==> src/rtl/core/command_frame_receive_parser_core_assert.svh <==
// Assertion macros for the command frame receive parser core
`ifndef COMMAND_FRAME_RECEIVE_PARSER_CORE_ASSERT_SVH
`define COMMAND_FRAME_RECEIVE_PARSER_CORE_ASSERT_SVH

`ifndef SYNTH
`define CFPC_ASSERT(lbl, prop) \
	lbl: assert property (@(posedge clk) disable iff (!arst_n) (prop)) \
		else $error("command frame parser assertion failed");
`define CFPC_ASSERT_ALWAYS(lbl, prop) \
	lbl: assert property (@(posedge clk) (prop)) \
		else $error("command frame parser assertion failed");
`else
`define CFPC_ASSERT(lbl, prop)
`define CFPC_ASSERT_ALWAYS(lbl, prop)
`endif

`endif

==> src/rtl/core/cfpc_pkg.sv <==
// Shared types, codes and helper function of the command frame parser
package cfpc_pkg;

	localparam logic [7:0] HDR_FIRST_RST  = 8'h4D;
	localparam logic [7:0] HDR_SECOND_RST = 8'h41;

	localparam logic [1:0] REG_HEADER_FIRST  = 2'd0;
	localparam logic [1:0] REG_HEADER_SECOND = 2'd1;

	localparam logic [7:0] LETTER_D = 8'h44;
	localparam logic [7:0] LETTER_W = 8'h57;
	localparam logic [7:0] LETTER_P = 8'h50;
	localparam logic [7:0] LETTER_C = 8'h43;
	localparam logic [7:0] LETTER_B = 8'h42;
	localparam logic [7:0] LETTER_T = 8'h54;
	localparam logic [7:0] LETTER_R = 8'h52;
	localparam logic [7:0] LETTER_S = 8'h53;

	localparam logic [7:0] SUB_CLOUD_OK   = 8'h01;
	localparam logic [7:0] SUB_CLOUD_FAIL = 8'h00;
	localparam logic [7:0] SUB_FAST_BLINK = 8'h52;
	localparam logic [7:0] SUB_POWER_ON   = 8'h54;
	localparam logic [7:0] SUB_POWER_OFF  = 8'h53;

	localparam logic [3:0] KIND_PANEL      = 4'd0;
	localparam logic [3:0] KIND_CLOUD_OK   = 4'd1;
	localparam logic [3:0] KIND_CLOUD_FAIL = 4'd2;
	localparam logic [3:0] KIND_FAST_BLINK = 4'd3;
	localparam logic [3:0] KIND_POWER_ON   = 4'd4;
	localparam logic [3:0] KIND_POWER_OFF  = 4'd5;
	localparam logic [3:0] KIND_SET_TEMP   = 4'd6;
	localparam logic [3:0] KIND_COMMAND    = 4'd7;
	localparam logic [3:0] KIND_CLOCK_TIME = 4'd8;
	localparam logic [3:0] KIND_SET_TIMING = 4'd9;
	localparam logic [3:0] KIND_REFERENCE  = 4'd10;
	localparam logic [3:0] KIND_FAN        = 4'd11;

	localparam logic [1:0] ACT_LEAVE = 2'd0;
	localparam logic [1:0] ACT_SET   = 2'd1;
	localparam logic [1:0] ACT_CLEAR = 2'd2;

	typedef struct packed {
		logic       hit;
		logic [3:0] kind;
		logic [7:0] p1;
		logic [7:0] p2;
		logic [7:0] p3;
		logic [4:0] tens;
		logic [3:0] units;
		logic [1:0] action;
	} result_t;

	function automatic result_t make_result(input logic [3:0] kind, input logic [7:0] p1,
			input logic [7:0] p2, input logic [7:0] p3, input logic [1:0] action);
		result_t    r;
		logic [15:0] prod;
		logic [7:0]  rem;
		prod     = {8'd0, p1} * 16'd205;
		r.hit    = 1'b1;
		r.kind   = kind;
		r.p1     = p1;
		r.p2     = p2;
		r.p3     = p3;
		r.tens   = prod[15:11];
		rem      = p1 - ({3'd0, prod[15:11]} * 8'd10);
		r.units  = rem[3:0];
		r.action = action;
		return r;
	endfunction

endpackage

==> src/rtl/core/cfpc_parse.sv <==
// Frame phase tracking and result decode for one received byte
module cfpc_parse (
	input  logic             clk,
	input  logic             arst_n,
	input  logic             advance,
	input  logic [7:0]       rx_byte_s1,
	input  logic [7:0]       header_first,
	input  logic [7:0]       header_second,
	output cfpc_pkg::result_t res
);
	import cfpc_pkg::*;

	localparam logic [2:0] PH_IDLE = 3'd0;
	localparam logic [2:0] PH_HDR1 = 3'd1;
	localparam logic [2:0] PH_HDR2 = 3'd2;
	localparam logic [2:0] PH_PAY1 = 3'd3;
	localparam logic [2:0] PH_PAY2 = 3'd4;
	localparam logic [2:0] PH_PAY3 = 3'd5;

	localparam logic [2:0] TY_D = 3'd0;
	localparam logic [2:0] TY_W = 3'd1;
	localparam logic [2:0] TY_P = 3'd2;
	localparam logic [2:0] TY_C = 3'd3;
	localparam logic [2:0] TY_B = 3'd4;
	localparam logic [2:0] TY_T = 3'd5;
	localparam logic [2:0] TY_R = 3'd6;
	localparam logic [2:0] TY_S = 3'd7;

	logic [2:0] phase_q, phase_d;
	logic [2:0] type_q, type_d;
	logic [7:0] held_first_q, held_first_d;
	logic [7:0] held_second_q, held_second_d;

	always_comb begin
		phase_d       = phase_q;
		type_d        = type_q;
		held_first_d  = held_first_q;
		held_second_d = held_second_q;
		res           = '0;
		case (phase_q)
			PH_IDLE: begin
				if (rx_byte_s1 == header_first) begin
					phase_d = PH_HDR1;
				end
			end
			PH_HDR1: begin
				phase_d = (rx_byte_s1 == header_second) ? PH_HDR2 : PH_IDLE;
			end
			PH_HDR2: begin
				phase_d = PH_PAY1;
				case (rx_byte_s1)
					LETTER_D: type_d = TY_D;
					LETTER_W: type_d = TY_W;
					LETTER_P: type_d = TY_P;
					LETTER_C: type_d = TY_C;
					LETTER_B: type_d = TY_B;
					LETTER_T: type_d = TY_T;
					LETTER_R: type_d = TY_R;
					LETTER_S: type_d = TY_S;
					default:  phase_d = PH_IDLE;
				endcase
			end
			PH_PAY1: begin
				phase_d = PH_IDLE;
				case (type_q)
					TY_D, TY_B, TY_R: begin
						held_first_d = rx_byte_s1;
						phase_d      = PH_PAY2;
					end
					TY_W: begin
						case (rx_byte_s1)
							SUB_CLOUD_OK:   res = make_result(KIND_CLOUD_OK, rx_byte_s1,
								8'd0, 8'd0, ACT_LEAVE);
							SUB_CLOUD_FAIL: res = make_result(KIND_CLOUD_FAIL, rx_byte_s1,
								8'd0, 8'd0, ACT_LEAVE);
							SUB_FAST_BLINK: res = make_result(KIND_FAST_BLINK, rx_byte_s1,
								8'd0, 8'd0, ACT_CLEAR);
							SUB_POWER_ON:   res = make_result(KIND_POWER_ON, rx_byte_s1,
								8'd0, 8'd0, ACT_SET);
							SUB_POWER_OFF:  res = make_result(KIND_POWER_OFF, rx_byte_s1,
								8'd0, 8'd0, ACT_SET);
							default:        phase_d = PH_PAY1;
						endcase
					end
					TY_P:    res = make_result(KIND_SET_TEMP, rx_byte_s1, 8'd0, 8'd0, ACT_SET);
					TY_C:    res = make_result(KIND_COMMAND, rx_byte_s1, 8'd0, 8'd0, ACT_SET);
					TY_T:    res = make_result(KIND_SET_TIMING, rx_byte_s1, 8'd0, 8'd0,
						ACT_SET);
					default: res = make_result(KIND_FAN, rx_byte_s1, 8'd0, 8'd0, ACT_SET);
				endcase
			end
			PH_PAY2: begin
				phase_d = PH_IDLE;
				case (type_q)
					TY_D:       res = make_result(KIND_PANEL, held_first_q, rx_byte_s1, 8'd0,
						ACT_SET);
					TY_B, TY_R: begin
						held_second_d = rx_byte_s1;
						phase_d       = PH_PAY3;
					end
					default: ;
				endcase
			end
			PH_PAY3: begin
				phase_d = PH_IDLE;
				case (type_q)
					TY_B:    res = make_result(KIND_CLOCK_TIME, held_first_q, held_second_q,
						rx_byte_s1, ACT_SET);
					TY_R:    res = make_result(KIND_REFERENCE, held_first_q, held_second_q,
						rx_byte_s1, ACT_SET);
					default: ;
				endcase
			end
			default: phase_d = PH_IDLE;
		endcase
	end

	always_ff @(posedge clk or negedge arst_n) begin
		if (!arst_n) begin
			phase_q       <= PH_IDLE;
			type_q        <= TY_D;
			held_first_q  <= 8'd0;
			held_second_q <= 8'd0;
		end else if (advance) begin
			phase_q       <= phase_d;
			type_q        <= type_d;
			held_first_q  <= held_first_d;
			held_second_q <= held_second_d;
		end
	end

endmodule

==> src/rtl/core/cfpc_out_reg.sv <==
// Result register holding one decoded frame until the receiver takes it
module cfpc_out_reg (
	input  logic              clk,
	input  logic              arst_n,
	input  logic              load,
	input  cfpc_pkg::result_t res,
	input  logic              res_ready,
	output logic              res_valid,
	output logic [3:0]        frame_kind,
	output logic [7:0]        payload_first,
	output logic [7:0]        payload_second,
	output logic [7:0]        payload_third,
	output logic [4:0]        temp_tens,
	output logic [3:0]        temp_units,
	output logic [1:0]        decode_action
);
	import cfpc_pkg::*;

	logic valid_q;
	result_t data_q;

	always_ff @(posedge clk or negedge arst_n) begin
		if (!arst_n) begin
			valid_q <= 1'b0;
		end else if (load) begin
			valid_q <= 1'b1;
		end else if (res_ready) begin
			valid_q <= 1'b0;
		end
	end

	always_ff @(posedge clk) begin
		if (load) begin
			data_q <= res;
		end
	end

	assign res_valid      = valid_q;
	assign frame_kind     = data_q.kind;
	assign payload_first  = data_q.p1;
	assign payload_second = data_q.p2;
	assign payload_third  = data_q.p3;
	assign temp_tens      = data_q.tens;
	assign temp_units     = data_q.units;
	assign decode_action  = data_q.action;

endmodule

==> src/rtl/core/command_frame_receive_parser_core.sv <==
// Top level of the command frame receive parser
//
// Bytes enter on rx_valid/rx_ready/rx_byte, one request per byte. A byte is
// registered in the input register, then decoded against the frame phase, and a
// completed frame lands in the result register: res_valid rises once the last
// byte of a frame has been decoded into it. Every other byte gives no result.
// Throughput is one byte per cycle, set by the single decode stage, while no held result waits on res_ready.
// Header bytes are written on cfg_valid/cfg_index/cfg_data; index 0 is the
// first header byte, index 1 the second, other indexes are dropped. cfg_ready
// is always high. Write the headers only while no frame is in flight.
// Reset clears the phase to idle, empties both stages and loads the headers
// with 'M' and 'A'. When res_ready is low with a result held, the decode stage
// holds and rx_ready drops once the input register is full; no byte is lost.
module command_frame_receive_parser_core (
	input  logic       clk,
	input  logic       arst_n,
	input  logic       rx_valid,
	output logic       rx_ready,
	input  logic [7:0] rx_byte,
	output logic       res_valid,
	input  logic       res_ready,
	output logic [3:0] frame_kind,
	output logic [7:0] payload_first,
	output logic [7:0] payload_second,
	output logic [7:0] payload_third,
	output logic [4:0] temp_tens,
	output logic [3:0] temp_units,
	output logic [1:0] decode_action,
	input  logic       cfg_valid,
	output logic       cfg_ready,
	input  logic [1:0] cfg_index,
	input  logic [7:0] cfg_data
);
	import cfpc_pkg::*;

	`include "command_frame_receive_parser_core_assert.svh"

	logic       valid_s1;
	logic [7:0] rx_byte_s1;
	logic [7:0] header_first_q;
	logic [7:0] header_second_q;
	logic       advance;
	result_t    res;

	assign cfg_ready = 1'b1;

	always_ff @(posedge clk or negedge arst_n) begin
		if (!arst_n) begin
			header_first_q  <= HDR_FIRST_RST;
			header_second_q <= HDR_SECOND_RST;
		end else if (cfg_valid) begin
			case (cfg_index)
				REG_HEADER_FIRST:  header_first_q  <= cfg_data;
				REG_HEADER_SECOND: header_second_q <= cfg_data;
				default: ;
			endcase
		end
	end

	assign advance  = valid_s1 && (!res_valid || res_ready);
	assign rx_ready = !valid_s1 || advance;

	always_ff @(posedge clk or negedge arst_n) begin
		if (!arst_n) begin
			valid_s1 <= 1'b0;
		end else if (rx_ready) begin
			valid_s1 <= rx_valid;
		end
	end

	always_ff @(posedge clk) begin
		if (rx_valid && rx_ready) begin
			rx_byte_s1 <= rx_byte;
		end
	end

	cfpc_parse u_parse (
		.clk           (clk),
		.arst_n        (arst_n),
		.advance       (advance),
		.rx_byte_s1    (rx_byte_s1),
		.header_first  (header_first_q),
		.header_second (header_second_q),
		.res           (res)
	);

	cfpc_out_reg u_out_reg (
		.clk            (clk),
		.arst_n         (arst_n),
		.load           (advance && res.hit),
		.res            (res),
		.res_ready      (res_ready),
		.res_valid      (res_valid),
		.frame_kind     (frame_kind),
		.payload_first  (payload_first),
		.payload_second (payload_second),
		.payload_third  (payload_third),
		.temp_tens      (temp_tens),
		.temp_units     (temp_units),
		.decode_action  (decode_action)
	);

	`CFPC_ASSERT(a_digits_match, res_valid |-> (({4'd0, temp_tens} * 9'd10 + {5'd0, temp_units}) == {1'b0, payload_first}))
	`CFPC_ASSERT(a_panel_sets_flag, (res_valid && frame_kind == KIND_PANEL) |-> (decode_action == ACT_SET))
	`CFPC_ASSERT(a_short_frame_zero, (res_valid && frame_kind != KIND_PANEL && frame_kind != KIND_CLOCK_TIME && frame_kind != KIND_REFERENCE) |-> (payload_second == 8'd0 && payload_third == 8'd0))
	`CFPC_ASSERT(a_stall_cause, !rx_ready |-> (valid_s1 && res_valid && !res_ready))
	`CFPC_ASSERT_ALWAYS(a_reset_empty, $rose(arst_n) |-> (!res_valid && !valid_s1))

endmodule
==> config.mk <==
export PLATFORM = sky130hd
export DESIGN_NAME = command_frame_receive_parser_core
export DESIGN_NICKNAME = d
export VERILOG_FILES = /design/src/rtl/core/cfpc_pkg.sv /design/src/rtl/core/cfpc_parse.sv /design/src/rtl/core/cfpc_out_reg.sv /design/src/rtl/core/command_frame_receive_parser_core.sv
export VERILOG_INCLUDE_DIRS = /design/src /design/src/rtl/core
export SDC_FILE = /design/constraint.sdc
export NUM_CORES = 1
export LEC_CHECK = 0
export BUFFER_PORTS_ARGS = -buffer_cell sky130_fd_sc_hd__buf_2
export CORE_ASPECT_RATIO = 1.5
export CORE_MARGIN = 1.5
export CORE_UTILIZATION = 54
export CTS_CLUSTER_SIZE = 40
export DETAILED_ROUTE_END_ITERATION = 7
export PLACE_DENSITY = 0.85
export SYNTH_ARGS = -nofsm -noshare
export SYNTH_HDL_FRONTEND = slang
export SYNTH_SLANG_ARGS = --single-unit
export TNS_END_PERCENT = 20
==> constraint.sdc <==
create_clock -name clk -period 5.7 [get_ports clk]
set_input_delay 1.14 -clock clk [delete_from_list [all_inputs] [get_ports clk]]
set_output_delay 1.14 -clock clk [all_outputs]
set_load 0.1 [all_outputs]
## Word level (Yosys, flattened, before mapping)

Cells that the tools add are included.

- Add/subtract/negate cells: 2
- Eq/ne operators: 24
- Reduce and logical (&&, ||, !) cells: 23
- Mux-type cells: 15
- $mul: 4

Operator list:

| cell | number |
|---|---|
| one-hot mux 40 bit (5 select lines) | 2 |
| one-hot mux 40 bit (3 select lines) | 1 |
| one-hot mux 40 bit (2 select lines) | 1 |
| == test 8 x 7 -> 1 bit, second input constant | 8 |
| 2-to-1 mux 40 bit | 1 |
| multiplier 8 x 8 -> 16 bit, second input constant | 2 |
| one-hot mux 3 bit (8 select lines) | 1 |
| == test 8 bit | 2 |
| == test 3 bit, second input constant | 5 |
| one-hot mux 3 bit (5 select lines) | 1 |
| == test 3 x 2 -> 1 bit, second input constant | 4 |
| multiplier 5 x 3 -> 3 bit, second input constant | 2 |
| AND reduction 3 bit | 3 |
| == test 8 x 1 -> 1 bit, second input constant | 1 |
| zero test 8 bit | 1 |
| nonzero test 8 bit | 1 |
| OR reduction 8 bit | 1 |
| subtractor 4 bit | 2 |
| == test 3 x 1 -> 1 bit, second input constant | 2 |
| zero test 3 bit | 2 |
| 2-to-1 mux 2 bit | 3 |
| 2-to-1 mux 3 bit | 2 |
| one-hot mux 3 bit (2 select lines) | 1 |
| AND reduction 2 bit | 3 |
| other kinds (11) | 16 |

- Logic and storage cells: 84
- Input port bits: 23
- Bits in registers: 87

## Longest topological paths before layout

- Depth after elaboration: 8
- Depth in mapped cells: 20
- Mapped depth without buffers: 19

## Hierarchy

A second synthesis with hierarchy kept.

- Cell total of the unflattened synthesis: 561
- Area total of the unflattened synthesis: 6279.8 µm²

By module, submodules not included:

| module | seq. area each (µm²) | area each (µm²) | times used | cells an instance |
|---|---|---|---|---|
| cfpc_parse | 550.5 | 4139.0 | 1 | 468 |
| cfpc_out_reg | 1196.1 | 1207.4 | 1 | 42 |
| command_frame_receive_parser_core | 673.1 | 933.4 | 1 | 51 |

## Worst setup path before layout

No wires, ideal clock.

- Path kind: register to register
- Start point: register rx_byte_s1[2]
- End point: register u_out_reg.data_q (netlist bit u_out_reg.decode_action[0]) (enable)
- Path buffers: 2
- Setup time: 499 ps
- Slack: 287 ps
- Stages on the path, launching flop included: 10
- Arrival: 4915 ps
- Path through: edfxtp_1 > clkbuf_1 > inv_1 > ha_1 > buf_4 > a22oi_1 > or2_1 > and3_4 > a211o_4 > a221oi_1

- Word-level cells in the longest chain between the ends: 5

Ends and longest elaborated chain:

| item | line | RTL |
|---|---|---|
| start, declared | command_frame_receive_parser_core.sv:39 | `logic [7:0] rx_byte_s1;` |
| start signal, assigned | command_frame_receive_parser_core.sv:73 | `rx_byte_s1 <= rx_byte;` |
| == test 8 x 7 -> 1 bit, or another cell as far along | cfpc_parse.sv:71 | `case (rx_byte_s1)` |
| one-hot mux 40 bit (5 select lines) * | cfpc_parse.sv:71 |  |
| one-hot mux 40 bit (5 select lines) * | cfpc_parse.sv:65 | `case (type_q)` |
| one-hot mux 40 bit (3 select lines) * | cfpc_parse.sv:40 | `case (phase_q)` |
| logical AND 1 bit * | command_frame_receive_parser_core.sv:90 | `.load (advance && res.hit),` |
| net u_out_reg.load | cfpc_out_reg.sv:5 | `input logic load,` |
| end signal, assigned | cfpc_out_reg.sv:34 | `data_q <= res;` |
| end, declared | cfpc_out_reg.sv:20 | `result_t data_q;` |

The timed path passes the listed nets; every way through them passes the cells marked *.
A chain may end at the register's enable or synchronous reset.

==> results.json <==
{
  "syn_inst": 570,
  "slowest_stage": "edfxtp_1",
  "die_height_um": 134.2,
  "fmax_ghz": 0.1864,
  "cts_buffer_depth": 2,
  "critPathCaptureType": "flop",
  "syn_avg_cell_area_um2": 10.87,
  "maxSlewHeadroom": 0.1983,
  "synth_seq_cells": 86,
  "setup_viol_count_final": 0,
  "cts_sinks": 86,
  "drtPass1Iterations": 5,
  "syn_nets": 710,
  "rows": 47,
  "syn2layout_area_growth_pct": 12.88,
  "num_vias": 4543,
  "cts_buffers": 9,
  "grt_max_degree": 41,
  "dp.cells": 770,
  "drt_wl_total_mm": 14.09,
  "hp-class": "flop to flop",
  "ys_dominant_reg_cell": "edfxtp_1",
  "tritoncts": "yes",
  "slowest_delay_ps": 590,
  "multi_input_area_mm2": 0.003451,
  "drt_iter0_drc": 411,
  "fin_nets": 774,
  "tightest_slew_ps": 1200,
  "grt_overflow": 0,
  "ir_drop_mv": 0.1897,
  "grt_setup_unrepaired": "no",
  "synthSimpleGateAreaFrac": 0.09651,
  "fin_skew_ps": 9.300,
  "crit_arrival_ps": 5400,
  "synth-xor-area-share": 0.04805,
  "status": "complete, no violations",
  "synth-edff-count": 46,
  "power_leakage_nw": 3.410,
  "dp_hpwl_mm": 10.75,
  "power_density_mw_per_mm2": 270.0,
  "yosys.area_share.adder": 0.2641,
  "cp-start-kind": "flop",
  "ff_latch_area_mm2": 0.002390,
  "postSynth.asyncResetShare": 0.4651,
  "wire_per_inst_um": 17.90,
  "synth_mux_area_frac": 0.03796,
  "drive_above_1_share": 0.1909,
  "fin_crit_ps": 5365,
  "instances_no_fill": 787,
  "cap_viol_max_count": 0,
  "finalHoldViolCount": 0,
  "dpl_cell_area_mm2": 0.006695,
  "grt_pass1_wl_mm": 23.10,
  "fp.dieArea_mm2": 0.01214,
  "worstPathMaxFanout": 10,
  "cts_htree_levels": 3,
  "viasPerCell": 5.773,
  "cpLargestDelayFamily": "adder cells",
  "io_pins": 65,
  "cp.buffers_inverters": 3,
  "synth_top_family_by_area": "adder cells",
  "synth_area_mm2": 0.006197,
  "core_area_mm2": 0.01111,
  "antenna_found_initial": 0,
  "synth_cell_types": 56,
  "drc": 0,
  "maxSlewViolCount": 0,
  "fp.dieW_um": 90.47,
  "seq_area_frac_synth": 0.3856,
  "portBuffers": 63,
  "fin_area_mm2": 0.006995,
  "cts_root_buffer": "clkbuf_16",
  "grt_usage": 0.2425,
  "crit_chain": "inv_1 > ha_1 > ha_1 > inv_1 > fa_1 > fa_1 > inv_1 > ha_1 > nor2b_1 > o311ai_0 > nand2b_1 > xor2_1 > fa_1 > xnor2_1 > xnor2_1 > xnor2_1 > o22ai_1",
  "grt_pass1_vias": 4588,
  "hold_buffers": 0,
  "whs_ps": 486.8,
  "start_util": 0.5576,
  "fin_crit_sh": 0.9413,
  "synth-compound-area-share": 0.1060,
  "crit_type": "flop to flop",
  "gp_congestion": 0.9278,
  "fillCellCount": 868,
  "required_ps": 5740,
  "ys_warn_count": 0,
  "tns_ps": 0,
  "antenna_left": 0,
  "clk_latency_ps": 330,
  "clk_pin_slew_ps": 70
}
==> path summary, 6_finish.rpt <==
kind                                                      start                              endpoint  slack [ps]  cells past startpoint
min reg2reg                u_parse.held_second_q[3]$_DFFE_PN0P_  u_parse.held_second_q[3]$_DFFE_PN0P_         490                      2
min                        u_parse.held_second_q[3]$_DFFE_PN0P_  u_parse.held_second_q[3]$_DFFE_PN0P_         490                      2
min in group asynchronous                                arst_n        u_parse.phase_q[2]$_DFFE_PN0P_         950                      1
max                                     rx_byte_s1[1]$_DFFE_PP_     u_out_reg.temp_units[3]$_DFFE_PP_         330                     17
max reg2reg                             rx_byte_s1[1]$_DFFE_PP_     u_out_reg.temp_units[3]$_DFFE_PP_         330                     17
max in group asynchronous                                arst_n        header_second_q[5]$_DFFE_PN0P_        4170                      1
==> synth_stat cells (all sizes together), types with 3 or more instances <==
master | instances | share of area
edfxtp | 46 | 0.22
nor2 | 22 | 0.013
nor4 | 5 | 0.0050
a31oi | 4 | 0.0040
fa | 23 | 0.074
xor2 | 15 | 0.021
mux2 | 20 | 0.036
nand3 | 5 | 0.0040
clkbuf | 15 | 0.0091
xnor2 | 19 | 0.027
o22ai | 8 | 0.0081
nand3b | 3 | 0.0036
nor3 | 7 | 0.0057
ha | 94 | 0.19
a211oi | 4 | 0.0048
a21o | 3 | 0.0036
and3 | 5 | 0.0059
nand2 | 31 | 0.019
a21oi | 20 | 0.016
inv | 78 | 0.047
nand4 | 7 | 0.0071
buf | 4 | 0.0048
or2 | 4 | 0.0040
a22o | 14 | 0.020
or3 | 3 | 0.0030
a211o | 3 | 0.0057
dfrtp | 34 | 0.14
dfstp | 6 | 0.025
o21ai | 28 | 0.023
nand2b | 4 | 0.0040
and2 | 11 | 0.011
==> layout by cell type (no fill, tap or decap), types with 3 or more instances in the layout <==
cell type and count:
nand3b_1 3, or2_2 3, nor4_1 5, nor3_1 7, nand2b_1 4, o21ai_0 26, a31oi_1 4, or3_1 3
clkbuf_16 9, nand3_1 5, ha_1 94, a211oi_1 4, edfxtp_1 46, and3_1 4, inv_1 78, fa_1 23
and2_1 11, a21oi_1 20, o22ai_1 8, nand2_1 30, dfstp_2 6, a21o_1 3, a22o_1 14, buf_4 9
xor2_1 15, nand4_1 7, nor2_1 22, xnor2_1 19, buf_2 63, mux2_2 20, dfrtp_1 34
==> where the power goes <==
group	total, W	internal (W)	leakage, nW	switching [W]
Clock	0.000567	0.000324	0.148	0.000243
Combinational	0.000607	0.000273	2.35	0.000334
Sequential	0.000715	0.000687	0.913	0.0000278
Total	0.00189	0.00128	3.41	0.000605
==> metal layers <==
metal,GRT usage,part of all wire,vias to the layer above
met1,0.2890,0.40,2221
li1,-,-,2126
met3,0.04082,0.037,42
met2,0.4185,0.52,154
met4,0.1252,0.039,0
met5,0,0,-
==> worst reg2reg max path: stages (launching register included) <==
cell and delay, ps:
edfxtp_1 590, inv_1 250, ha_1 380, ha_1 300, inv_1 60, fa_1 520, fa_1 550, inv_1 40
ha_1 300, nor2b_1 150, o311ai_0 530, nand2b_1 170, xor2_1 210, fa_1 430, xnor2_1 200, xnor2_1 160
xnor2_1 140, o22ai_1 100
==> repair_timing <==
item	CTS	global route
buffers inserted	0	0
endpoints found under the hold margin	0	0
setup endpoints to repair	0	1
gates resized for setup	0	1
==> per-stage QoR <==
stage	total power (W)	utilization	worst slack, ps
6_report	0.001889	0.6294	334.5
5_1_grt	0.002012	0.6292	31.07
4_1_cts	0.001891	0.6287	339.2
3_5_place_dp	0.001320	0.6024	363.4
3_3_place_gp	0.001284	0.6024	491.5
2_1_floorplan	0.001170	-	286.6
==> sequential cells by signal, summed over array words and instances, names as in the netlist <==
signal                    cells
u_out_reg.decode_action       2
valid_s1                      1
u_out_reg.temp_units          4
u_out_reg.res_valid           1
u_out_reg.payload_third       8
u_parse.type_q                3
u_out_reg.temp_tens           5
header_first_q                8
u_parse.phase_q               3
u_parse.held_second_q         8
u_out_reg.payload_second      8
u_out_reg.frame_kind          4
header_second_q               8
u_out_reg.payload_first       7
rx_byte_s1                    8
u_parse.held_first_q          8
==> cell families after synthesis <==
logic type | after synthesis
AOI/OAI and AO/OA | 99
xor gates and xnor gates | 34
adders and majority gates | 117
buffers and inverters | 97
DFF | 86
muxes | 21
other | 1
and+or+nand+nor | 115
==> cell type report <==
cell class | count | area share
Antenna cell | 1 | 0.0003577
Clock buffer | 11 | 0.03613
Clock inverter | 5 | 0.005723
Inverter | 78 | 0.04185
Multi-Input combinational cell | 387 | 0.4933
Sequential cell | 86 | 0.3416
Tap cell | 147 | 0.02629
Timing Repair Buffer | 72 | 0.05473
Note: power is estimated with default switching activity, not from simulation.
